**src/rtl/gdu_pkg.sv**
```systemverilog
// Shared types, constants and calendar helper functions for the Gregorian date unit.
package gdu_pkg;

    // Operation selectors carried in tuser.
    localparam logic [1:0] KIND_NEXT  = 2'd0;
    localparam logic [1:0] KIND_PREV  = 2'd1;
    localparam logic [1:0] KIND_DIFF  = 2'd2;
    localparam logic [1:0] KIND_VALID = 2'd3;

    localparam int YEAR_W = 14;
    localparam int MONTH_W = 4;
    localparam int DAY_W = 5;
    localparam int YOUT_W = 16;
    localparam int ORD_W = 22;
    localparam int DIFF_W = 23;
    localparam int Q25_W = 10;

    // y / 25 == (y * 5243) >> 17 for every 14-bit y.
    localparam logic [12:0] DIV25_MUL = 13'd5243;
    localparam int DIV25_SHIFT = 17;
    localparam int PROD_W = YEAR_W + 13;

    localparam logic [YEAR_W-1:0] YEAR_MAX = 14'd9999;
    localparam logic [MONTH_W-1:0] LAST_MONTH = 4'd12;
    localparam logic [DAY_W-1:0] LAST_DAY_DEC = 5'd31;
    localparam logic [ORD_W-1:0] DAYS_PER_YEAR = 22'd365;

    localparam int TDATA_IN_W = 48;
    localparam int TDATA_OUT_W = 56;

    typedef struct packed {
        logic [1:0]         kind;
        logic [YEAR_W-1:0]  year_a;
        logic [MONTH_W-1:0] month_a;
        logic [DAY_W-1:0]   day_a;
        logic [YEAR_W-1:0]  year_b;
        logic [MONTH_W-1:0] month_b;
        logic [DAY_W-1:0]   day_b;
    } req_t;

    typedef struct packed {
        req_t              req;
        logic [Q25_W-1:0]  q_ya;
        logic [Q25_W-1:0]  q_yb;
        logic [Q25_W-1:0]  q_pa;
        logic [Q25_W-1:0]  q_pb;
    } s1_t;

    typedef struct packed {
        logic [1:0]         kind;
        logic               valid_a;
        logic               valid_b;
        logic               leap_a;
        logic               leap_b;
        logic [MONTH_W-1:0] month_a;
        logic [DAY_W-1:0]   day_a;
        logic [MONTH_W-1:0] month_b;
        logic [DAY_W-1:0]   day_b;
        logic [ORD_W-1:0]   days_a;
        logic [ORD_W-1:0]   days_b;
        logic [YOUT_W-1:0]  year_out;
        logic [MONTH_W-1:0] month_out;
        logic [DAY_W-1:0]   day_out;
    } s2_t;

    typedef struct packed {
        logic [1:0]         kind;
        logic               valid_a;
        logic               valid_b;
        logic [ORD_W-1:0]   ord_a;
        logic [ORD_W-1:0]   ord_b;
        logic [YOUT_W-1:0]  year_out;
        logic [MONTH_W-1:0] month_out;
        logic [DAY_W-1:0]   day_out;
    } s3_t;

    // Leap when divisible by 4 and either not by 25 or also by 16.
    function automatic logic is_leap(input logic [YEAR_W-1:0] y, input logic [Q25_W-1:0] q);
        logic [YEAR_W-1:0] rem;
        rem = y - YEAR_W'(q) * 14'd25;
        return (y[1:0] == 2'd0) && ((rem != '0) || (y[3:0] == 4'd0));
    endfunction

    // Length of a month; zero for month codes outside January to December.
    function automatic logic [DAY_W-1:0] month_len(input logic [MONTH_W-1:0] m, input logic leap);
        logic [DAY_W-1:0] len;
        case (m)
            4'd1, 4'd3, 4'd5, 4'd7, 4'd8, 4'd10, 4'd12: len = 5'd31;
            4'd4, 4'd6, 4'd9, 4'd11:                  len = 5'd30;
            4'd2:                                     len = leap ? 5'd29 : 5'd28;
            default:                                  len = 5'd0;
        endcase
        return len;
    endfunction

    // Days in the year before the first of month m (common year).
    function automatic logic [8:0] month_before(input logic [MONTH_W-1:0] m);
        logic [8:0] days;
        case (m)
            4'd1:    days = 9'd0;
            4'd2:    days = 9'd31;
            4'd3:    days = 9'd59;
            4'd4:    days = 9'd90;
            4'd5:    days = 9'd120;
            4'd6:    days = 9'd151;
            4'd7:    days = 9'd181;
            4'd8:    days = 9'd212;
            4'd9:    days = 9'd243;
            4'd10:   days = 9'd273;
            4'd11:   days = 9'd304;
            4'd12:   days = 9'd334;
            default: days = 9'd0;
        endcase
        return days;
    endfunction

    function automatic logic date_ok(input logic [YEAR_W-1:0] y, input logic [DAY_W-1:0] d,
                                     input logic [DAY_W-1:0] len);
        return (y != '0) && (y <= YEAR_MAX) && (d != '0) && (d <= len);
    endfunction

endpackage

```
**src/rtl/gregorian_date_unit.sv**
```systemverilog
// Top level of the Gregorian date unit: input unpacking, three stages and the output register.
// An item passes the div, date and ord stage registers, then the output register, to m_tdata.
// Throughput: one item per cycle unless stalled; the four register stages each take one.
// A stalled output holds its item while empty stages upstream keep accepting new items.
// Reset clears only the stage valid bits; no state is kept between items.
module gregorian_date_unit
    import gdu_pkg::*;
(
    input  logic                   clk,
    input  logic                   rst_n,
    input  logic                   s_tvalid,
    output logic                   s_tready,
    // year_a[13:0], month_a[17:14], day_a[22:18], year_b[36:23], month_b[40:37],
    // day_b[45:41], zero fill [47:46]
    input  logic [TDATA_IN_W-1:0]  s_tdata,
    // kind[1:0]
    input  logic [1:0]             s_tuser,
    output logic                   m_tvalid,
    input  logic                   m_tready,
    // year_out[15:0], month_out[19:16], day_out[24:20], day_difference[47:25],
    // valid_flag[48], zero fill [55:49]
    output logic [TDATA_OUT_W-1:0] m_tdata
);

    req_t req;
    logic s1_valid;
    logic s1_ready;
    s1_t  s1_data;
    logic s2_valid;
    logic s2_ready;
    s2_t  s2_data;
    logic s3_valid;
    logic s3_ready;
    s3_t  s3_data;

    logic                   out_valid_reg;
    logic [TDATA_OUT_W-1:0] out_data_reg;
    logic [TDATA_OUT_W-1:0] out_data_next;
    logic                   both_valid;
    logic                   flag;
    logic [DIFF_W-1:0]      diff;

    always_comb
    begin
        req.kind    = s_tuser;
        req.year_a  = s_tdata[13:0];
        req.month_a = s_tdata[17:14];
        req.day_a   = s_tdata[22:18];
        req.year_b  = s_tdata[36:23];
        req.month_b = s_tdata[40:37];
        req.day_b   = s_tdata[45:41];
    end

    gdu_div_stage u_div (
        .clk       (clk),
        .rst_n     (rst_n),
        .in_valid  (s_tvalid),
        .in_ready  (s_tready),
        .in_data   (req),
        .out_valid (s1_valid),
        .out_ready (s1_ready),
        .out_data  (s1_data)
    );

    gdu_date_stage u_date (
        .clk       (clk),
        .rst_n     (rst_n),
        .in_valid  (s1_valid),
        .in_ready  (s1_ready),
        .in_data   (s1_data),
        .out_valid (s2_valid),
        .out_ready (s2_ready),
        .out_data  (s2_data)
    );

    gdu_ord_stage u_ord (
        .clk       (clk),
        .rst_n     (rst_n),
        .in_valid  (s2_valid),
        .in_ready  (s2_ready),
        .in_data   (s2_data),
        .out_valid (s3_valid),
        .out_ready (s3_ready),
        .out_data  (s3_data)
    );

    assign both_valid = s3_data.valid_a && s3_data.valid_b;
    assign flag = (s3_data.kind == KIND_DIFF) ? both_valid : s3_data.valid_a;
    assign diff = ((s3_data.kind == KIND_DIFF) && both_valid)
                  ? (DIFF_W'(s3_data.ord_b) - DIFF_W'(s3_data.ord_a)) : '0;
    assign out_data_next = {7'd0, flag, diff, s3_data.day_out, s3_data.month_out,
                            s3_data.year_out};

    assign s3_ready = !out_valid_reg || m_tready;

    always_ff @(posedge clk or negedge rst_n)
    begin
        if (!rst_n)
        begin
            out_valid_reg <= 1'b0;
        end
        else if (s3_ready)
        begin
            out_valid_reg <= s3_valid;
        end
    end

    always_ff @(posedge clk)
    begin
        if (s3_ready && s3_valid)
        begin
            out_data_reg <= out_data_next;
        end
    end

    assign m_tvalid = out_valid_reg;
    assign m_tdata = out_data_reg;

    // A nonzero day difference only comes with both dates valid.
    a_diff_needs_valid: assert property (@(posedge clk) disable iff (!rst_n)
        m_tvalid |-> (m_tdata[47:25] == '0) || m_tdata[48])
        else $error("day difference reported for an invalid date pair");

    // An accepted item always lands in the first stage.
    a_accept_enters: assert property (@(posedge clk) disable iff (!rst_n)
        s_tvalid && s_tready |=> s1_valid)
        else $error("accepted item did not enter the first stage");

    // The last stage keeps its item while the output register is stalled.
    a_s3_holds: assert property (@(posedge clk) disable iff (!rst_n)
        s3_valid && !s3_ready |=> s3_valid && $stable(s3_data))
        else $error("last stage lost or changed its item under stall");

    // A stalled result stays in the output register.
    a_out_holds: assert property (@(posedge clk) disable iff (!rst_n)
        m_tvalid && !m_tready |=> m_tvalid)
        else $error("stalled result dropped");

endmodule

```
**src/rtl/gdu_div_stage.sv**
```systemverilog
// First pipeline stage: divides the years and the years minus one by 25.
module gdu_div_stage
    import gdu_pkg::*;
(
    input  logic clk,
    input  logic rst_n,
    input  logic in_valid,
    output logic in_ready,
    input  req_t in_data,
    output logic out_valid,
    input  logic out_ready,
    output s1_t  out_data
);

    logic              valid_reg;
    s1_t               data_reg;
    s1_t               data_next;
    logic [YEAR_W-1:0] pa;
    logic [YEAR_W-1:0] pb;
    logic [PROD_W-1:0] prod_ya;
    logic [PROD_W-1:0] prod_yb;
    logic [PROD_W-1:0] prod_pa;
    logic [PROD_W-1:0] prod_pb;

    assign pa = in_data.year_a - 14'd1;
    assign pb = in_data.year_b - 14'd1;
    assign prod_ya = PROD_W'(in_data.year_a) * PROD_W'(DIV25_MUL);
    assign prod_yb = PROD_W'(in_data.year_b) * PROD_W'(DIV25_MUL);
    assign prod_pa = PROD_W'(pa) * PROD_W'(DIV25_MUL);
    assign prod_pb = PROD_W'(pb) * PROD_W'(DIV25_MUL);

    always_comb
    begin
        data_next.req  = in_data;
        data_next.q_ya = prod_ya[DIV25_SHIFT +: Q25_W];
        data_next.q_yb = prod_yb[DIV25_SHIFT +: Q25_W];
        data_next.q_pa = prod_pa[DIV25_SHIFT +: Q25_W];
        data_next.q_pb = prod_pb[DIV25_SHIFT +: Q25_W];
    end

    assign in_ready = !valid_reg || out_ready;

    always_ff @(posedge clk or negedge rst_n)
    begin
        if (!rst_n)
        begin
            valid_reg <= 1'b0;
        end
        else if (in_ready)
        begin
            valid_reg <= in_valid;
        end
    end

    always_ff @(posedge clk)
    begin
        if (in_ready && in_valid)
        begin
            data_reg <= data_next;
        end
    end

    assign out_valid = valid_reg;
    assign out_data = data_reg;

endmodule

```
**src/rtl/gdu_date_stage.sv**
```systemverilog
// Second pipeline stage: leap years, validity, next and previous day, and days of whole years.
module gdu_date_stage
    import gdu_pkg::*;
(
    input  logic clk,
    input  logic rst_n,
    input  logic in_valid,
    output logic in_ready,
    input  s1_t  in_data,
    output logic out_valid,
    input  logic out_ready,
    output s2_t  out_data
);

    logic               valid_reg;
    s2_t                data_reg;
    s2_t                data_next;
    logic               leap_a;
    logic               leap_b;
    logic [DAY_W-1:0]   len_a;
    logic [DAY_W-1:0]   len_b;
    logic [YEAR_W-1:0]  pa;
    logic [YEAR_W-1:0]  pb;
    logic [DAY_W:0]     day_inc;
    logic [MONTH_W:0]   month_inc;
    logic [YOUT_W-1:0]  year_out;
    logic [MONTH_W-1:0] month_out;
    logic [DAY_W-1:0]   day_out;

    assign leap_a = is_leap(in_data.req.year_a, in_data.q_ya);
    assign leap_b = is_leap(in_data.req.year_b, in_data.q_yb);
    assign len_a = month_len(in_data.req.month_a, leap_a);
    assign len_b = month_len(in_data.req.month_b, leap_b);
    assign pa = in_data.req.year_a - 14'd1;
    assign pb = in_data.req.year_b - 14'd1;
    assign day_inc = {1'b0, in_data.req.day_a} + 6'd1;
    assign month_inc = {1'b0, in_data.req.month_a} + 5'd1;

    always_comb
    begin
        year_out  = '0;
        month_out = '0;
        day_out   = '0;
        case (in_data.req.kind)
            KIND_NEXT:
            begin
                year_out  = YOUT_W'(in_data.req.year_a);
                month_out = in_data.req.month_a;
                day_out   = day_inc[DAY_W-1:0];
                if (day_inc > {1'b0, len_a})
                begin
                    day_out = 5'd1;
                    if (month_inc > {1'b0, LAST_MONTH})
                    begin
                        month_out = 4'd1;
                        year_out  = YOUT_W'(in_data.req.year_a) + 16'd1;
                    end
                    else
                    begin
                        month_out = month_inc[MONTH_W-1:0];
                    end
                end
            end
            KIND_PREV:
            begin
                year_out  = YOUT_W'(in_data.req.year_a);
                month_out = in_data.req.month_a;
                day_out   = in_data.req.day_a - 5'd1;
                if (in_data.req.day_a <= 5'd1)
                begin
                    if (in_data.req.month_a >= 4'd2)
                    begin
                        month_out = in_data.req.month_a - 4'd1;
                        day_out   = month_len(in_data.req.month_a - 4'd1, leap_a);
                    end
                    else
                    begin
                        year_out  = YOUT_W'(in_data.req.year_a) - 16'd1;
                        month_out = LAST_MONTH;
                        day_out   = LAST_DAY_DEC;
                    end
                end
            end
            default:
            begin
                year_out  = '0;
                month_out = '0;
                day_out   = '0;
            end
        endcase
    end

    always_comb
    begin
        data_next.kind      = in_data.req.kind;
        data_next.valid_a   = date_ok(in_data.req.year_a, in_data.req.day_a, len_a);
        data_next.valid_b   = date_ok(in_data.req.year_b, in_data.req.day_b, len_b);
        data_next.leap_a    = leap_a;
        data_next.leap_b    = leap_b;
        data_next.month_a   = in_data.req.month_a;
        data_next.day_a     = in_data.req.day_a;
        data_next.month_b   = in_data.req.month_b;
        data_next.day_b     = in_data.req.day_b;
        // Days before January 1 of the year: 365 per year plus leap days up to the prior year.
        data_next.days_a    = ORD_W'(pa) * DAYS_PER_YEAR + ORD_W'(pa >> 2)
                              - ORD_W'(in_data.q_pa >> 2) + ORD_W'(in_data.q_pa >> 4);
        data_next.days_b    = ORD_W'(pb) * DAYS_PER_YEAR + ORD_W'(pb >> 2)
                              - ORD_W'(in_data.q_pb >> 2) + ORD_W'(in_data.q_pb >> 4);
        data_next.year_out  = year_out;
        data_next.month_out = month_out;
        data_next.day_out   = day_out;
    end

    assign in_ready = !valid_reg || out_ready;

    always_ff @(posedge clk or negedge rst_n)
    begin
        if (!rst_n)
        begin
            valid_reg <= 1'b0;
        end
        else if (in_ready)
        begin
            valid_reg <= in_valid;
        end
    end

    always_ff @(posedge clk)
    begin
        if (in_ready && in_valid)
        begin
            data_reg <= data_next;
        end
    end

    assign out_valid = valid_reg;
    assign out_data = data_reg;

endmodule

```
**src/rtl/gdu_ord_stage.sv**
```systemverilog
// Third pipeline stage: completes the day ordinal of both dates.
module gdu_ord_stage
    import gdu_pkg::*;
(
    input  logic clk,
    input  logic rst_n,
    input  logic in_valid,
    output logic in_ready,
    input  s2_t  in_data,
    output logic out_valid,
    input  logic out_ready,
    output s3_t  out_data
);

    logic valid_reg;
    s3_t  data_reg;
    s3_t  data_next;
    logic after_feb_a;
    logic after_feb_b;

    assign after_feb_a = (in_data.month_a > 4'd2) && in_data.leap_a;
    assign after_feb_b = (in_data.month_b > 4'd2) && in_data.leap_b;

    always_comb
    begin
        data_next.kind      = in_data.kind;
        data_next.valid_a   = in_data.valid_a;
        data_next.valid_b   = in_data.valid_b;
        data_next.ord_a     = in_data.days_a + ORD_W'(month_before(in_data.month_a))
                              + ORD_W'(after_feb_a) + ORD_W'(in_data.day_a) - 22'd1;
        data_next.ord_b     = in_data.days_b + ORD_W'(month_before(in_data.month_b))
                              + ORD_W'(after_feb_b) + ORD_W'(in_data.day_b) - 22'd1;
        data_next.year_out  = in_data.year_out;
        data_next.month_out = in_data.month_out;
        data_next.day_out   = in_data.day_out;
    end

    assign in_ready = !valid_reg || out_ready;

    always_ff @(posedge clk or negedge rst_n)
    begin
        if (!rst_n)
        begin
            valid_reg <= 1'b0;
        end
        else if (in_ready)
        begin
            valid_reg <= in_valid;
        end
    end

    always_ff @(posedge clk)
    begin
        if (in_ready && in_valid)
        begin
            data_reg <= data_next;
        end
    end

    assign out_valid = valid_reg;
    assign out_data = data_reg;

endmodule
```
**config.mk**
```make
export PLATFORM = sky130hd
export DESIGN_NAME = gregorian_date_unit
export DESIGN_NICKNAME = d
export VERILOG_FILES = /design/src/rtl/gdu_pkg.sv /design/src/rtl/gregorian_date_unit.sv /design/src/rtl/gdu_div_stage.sv /design/src/rtl/gdu_date_stage.sv /design/src/rtl/gdu_ord_stage.sv
export SDC_FILE = /design/constraint.sdc
export NUM_CORES = 2
export LEC_CHECK = 0
export ABC_AREA = 1
export ABC_CLOCK_PERIOD_IN_PS = 8200
export BUFFER_PORTS_ARGS = -buffer_cell sky130_fd_sc_hd__buf_2
export CAP_MARGIN = 20
export CORE_UTILIZATION = 43
export CTS_CLUSTER_DIAMETER = 50
export DETAILED_ROUTE_END_ITERATION = 10
export MAX_ROUTING_LAYER = met4
export SYNTH_ARGS = -nofsm -noshare
export SYNTH_HDL_FRONTEND = slang
export SYNTH_SLANG_ARGS = --single-unit
```
**constraint.sdc**
```tcl
create_clock -name clk -period 8.2 [get_ports clk]
set_input_delay 2.46 -clock clk [delete_from_list [all_inputs] [get_ports clk]]
set_output_delay 2.46 -clock clk [all_outputs]
set_load 0.05 [all_outputs]
```
==> impl_metrics.json <==
{
  "status": "completed",
  "synth_flop_cell": "edfxtp_1",
  "grt_max_degree": 73,
  "path_common_cell": "fa_1",
  "clock_latency_ns": 0.59,
  "grt_pass1_vias": 28000,
  "dp_hpwl_um": 73200,
  "cts_buffers": 44,
  "grt_pass1_wl_um": 141000,
  "avgSynthCellArea_sq_um": 9.59,
  "worst-setup-path-type": "input port to register",
  "die_area_sq_um": 96000,
  "slew_violations": 0,
  "ys_ff_latch": 321,
  "finalSetupViolCount": 0,
  "place_inst": 5651,
  "dr.pass1.iters": 5,
  "synth_top_area_share_pct": 23.7,
  "max_stage_delay_ns": 0.67,
  "critPathLaunchType": "input port",
  "fillers": 8915,
  "wire_per_inst_um": 14.8,
  "ctsResizeCount": 0,
  "cts_root_buffer": "clkbuf_16",
  "synth_edf_count": 299,
  "largest_reg_flops": 93,
  "grt-ovfl-total": 0,
  "core_sq_um": 93600,
  "fin_skew_ns": 0.0334,
  "pre_cts_ws_ns": -0.103,
  "drc": 0,
  "crit_chain": "buf_2 -> inv_1 -> ha_1 -> nand2_1 -> nand4_1 -> nor2_1 -> nand2_1 -> xor2_1 -> ha_1 -> fa_1 -> inv_1 -> fa_1 -> inv_1 -> fa_1 -> fa_1 -> ha_1 -> a21oi_1 -> o21ai_0 -> a21oi_1 -> o21ai_0 -> a31oi_1 -> o21ai_0 -> xor2_1",
  "cts.sinks": 321,
  "synth-async-reset-ratio_pct": 1.25,
  "yosysUniqueCellTypes": 54,
  "hold_path.class": "register to register",
  "rsz0062_at_grt": "no",
  "ios": 112,
  "slew_headroom_pct": 32.2,
  "cp_num_buf_inv": 4,
  "viasPerCell": 4.75,
  "min_period_ns": 7.66,
  "syn-cell-area_sq_um": 40800,
  "port_buffers": 102,
  "fmax_mhz": 130,
  "area_growth_pct": 9.78,
  "antenna_found_initial": 2,
  "crit_family": "adder cells",
  "layout_setup_ws_ns": 0.536,
  "hold_viol": 0,
  "crit_path_end_kind": "register",
  "multi_input_area_sq_um": 26800,
  "slowest_stage": "xor2_1",
  "fin_nets": 5720,
  "num_vias": 27200,
  "die_h_um": 310,
  "gp_routability_congestion": 0.900,
  "ys_top_cells_by_area": "ha_1 24%, fa_1 22%, edfxtp_1 22%",
  "worst_pin_slew_ns": 1.01,
  "cts.htree.levels": 2,
  "cp_max_fo": 7,
  "cts_buffer_depth": 3,
  "track_usage_pct": 19.0,
  "synth_area_leader_cell": "ha_1",
  "ys_warn_count": 0,
  "fin_cells": 5736,
  "postCtsSetupBuffers": 0,
  "wirelength_um": 84700,
  "cts_hold_repair.buffers": 0,
  "critPathRequiredTime_ns": 8.52,
  "syn_inst": 4248,
  "ant_nets": 0,
  "regArea_sq_um": 9440,
  "yosysSeqAreaShare_pct": 23.2,
  "initial_core_util_pct": 43.5,
  "cts_tree": "done",
  "critPathArrivalTime_ns": 7.99,
  "fin_crit_sh_pct": 93.5,
  "drt_iter0_drc": 1154,
  "final_util_pct": 47.8,
  "path_clk_slew_ns": 0.06,
  "cap_violations": 0,
  "rows": 112,
  "drive_gt1_share_pct": 6.76,
  "most-common-layout-cells": "1130 x inv_1, 771 x ha_1, 451 x fa_1",
  "die-width_um": 310,
  "mostFrequentLayoutCell": "inv_1"
}
[layer usage]
layer,up-vias,track usage (%),wire length [um]
met5,-,-,0
met4,0,4.10,1620
met3,100,2.17,3340
met2,394,29.4,37600
met1,12800,26.8,42100
li1,13900,-,-
[worst register-to-register path: cells and delay by family (launching register included)]
kind	cells	cell delay [ns]
buf+inv	5	0.78
fa+ha+maj	7	3.13
simple gates	5	1.01
xor+xnor	2	0.40
flops	1	0.35
compound gates	7	1.04
[cells in the mapped netlist (4+ instances only)]
| cell | n |
|---|---|
| clkbuf_1 | 14 |
| o21a_1 | 16 |
| buf_4 | 9 |
| edfxtp_1 | 299 |
| nor4_1 | 9 |
| xor2_1 | 151 |
| ha_1 | 771 |
| buf_6 | 5 |
| o22ai_1 | 4 |
| nor2_1 | 143 |
| buf_2 | 4 |
| nand3_2 | 7 |
| a21boi_0 | 7 |
| inv_1 | 1132 |
| clkinv_1 | 4 |
| dfxtp_1 | 18 |
| nand3_1 | 129 |
| nand2_2 | 17 |
| inv_2 | 4 |
| nor3_1 | 31 |
| xnor2_1 | 60 |
| a31oi_1 | 15 |
| a211oi_1 | 8 |
| fa_1 | 451 |
| o211ai_1 | 6 |
| nand3b_1 | 6 |
| nand4_1 | 34 |
| dfrtp_1 | 4 |
| o21bai_1 | 15 |
| nand2_1 | 450 |
| a21o_1 | 7 |
| o21ai_0 | 139 |
| or2_2 | 7 |
| o21ai_1 | 11 |
| a21oi_1 | 229 |
[metrics by stage]
step	hold slack [ns]	area, sq um	TNS (ns)
after global placement	0.402	43200	-0.243
after CTS	0.411	44700	0
final	0.415	44700	0
after global routing	0.413	44700	0
after floorplan	0.400	40800	0
after detailed placement	0.405	43200	-0.298
[cell families after synthesis]
| logic type | count (synthesis) | synth area share (%) |
|---|---|---|
| AOI/OAI and AO/OA | 474 | 6.39 |
| other | 1 | 0.00920 |
| xor gates and xnor gates | 211 | 4.53 |
| DFF | 321 | 23.2 |
| buffers and inverters | 1174 | 11.0 |
| adders and majority gates | 1222 | 45.8 |
| and+or+nand+nor | 845 | 9.03 |
[area by class of cell]
type                            count  share of cell area [%]
Sequential cell                   321                    21.1
Tap cell                         1254                    3.51
Timing Repair Buffer              177                    2.43
Clock buffer                       48                    2.59
Inverter                         1141                    9.59
Multi-Input combinational cell   2759                    60.0
Antenna cell                        2                  0.0112
Clock inverter                     34                   0.769
[path summary, 6_finish.rpt]
path / slack (ns) / end / depth (start not counted) / from
min in group asynchronous: 1.68 / u_div.out_valid / 1 / rst_n
max in group asynchronous: 6.39 / m_tvalid / 1 / rst_n
min reg2reg: 0.42 / m_tdata[22] / 0 / u_ord.out_data[2]
max: 0.54 / u_div.out_data[6] / 23 / s_tdata[24]
min: 0.42 / m_tdata[22] / 0 / u_ord.out_data[2]
max reg2reg: 1.24 / u_date.out_data[65] / 26 / u_div.out_data[72]
Power is not shown: default switching activity piles up to over one toggle a cycle in this logic, so the estimate is an artifact.
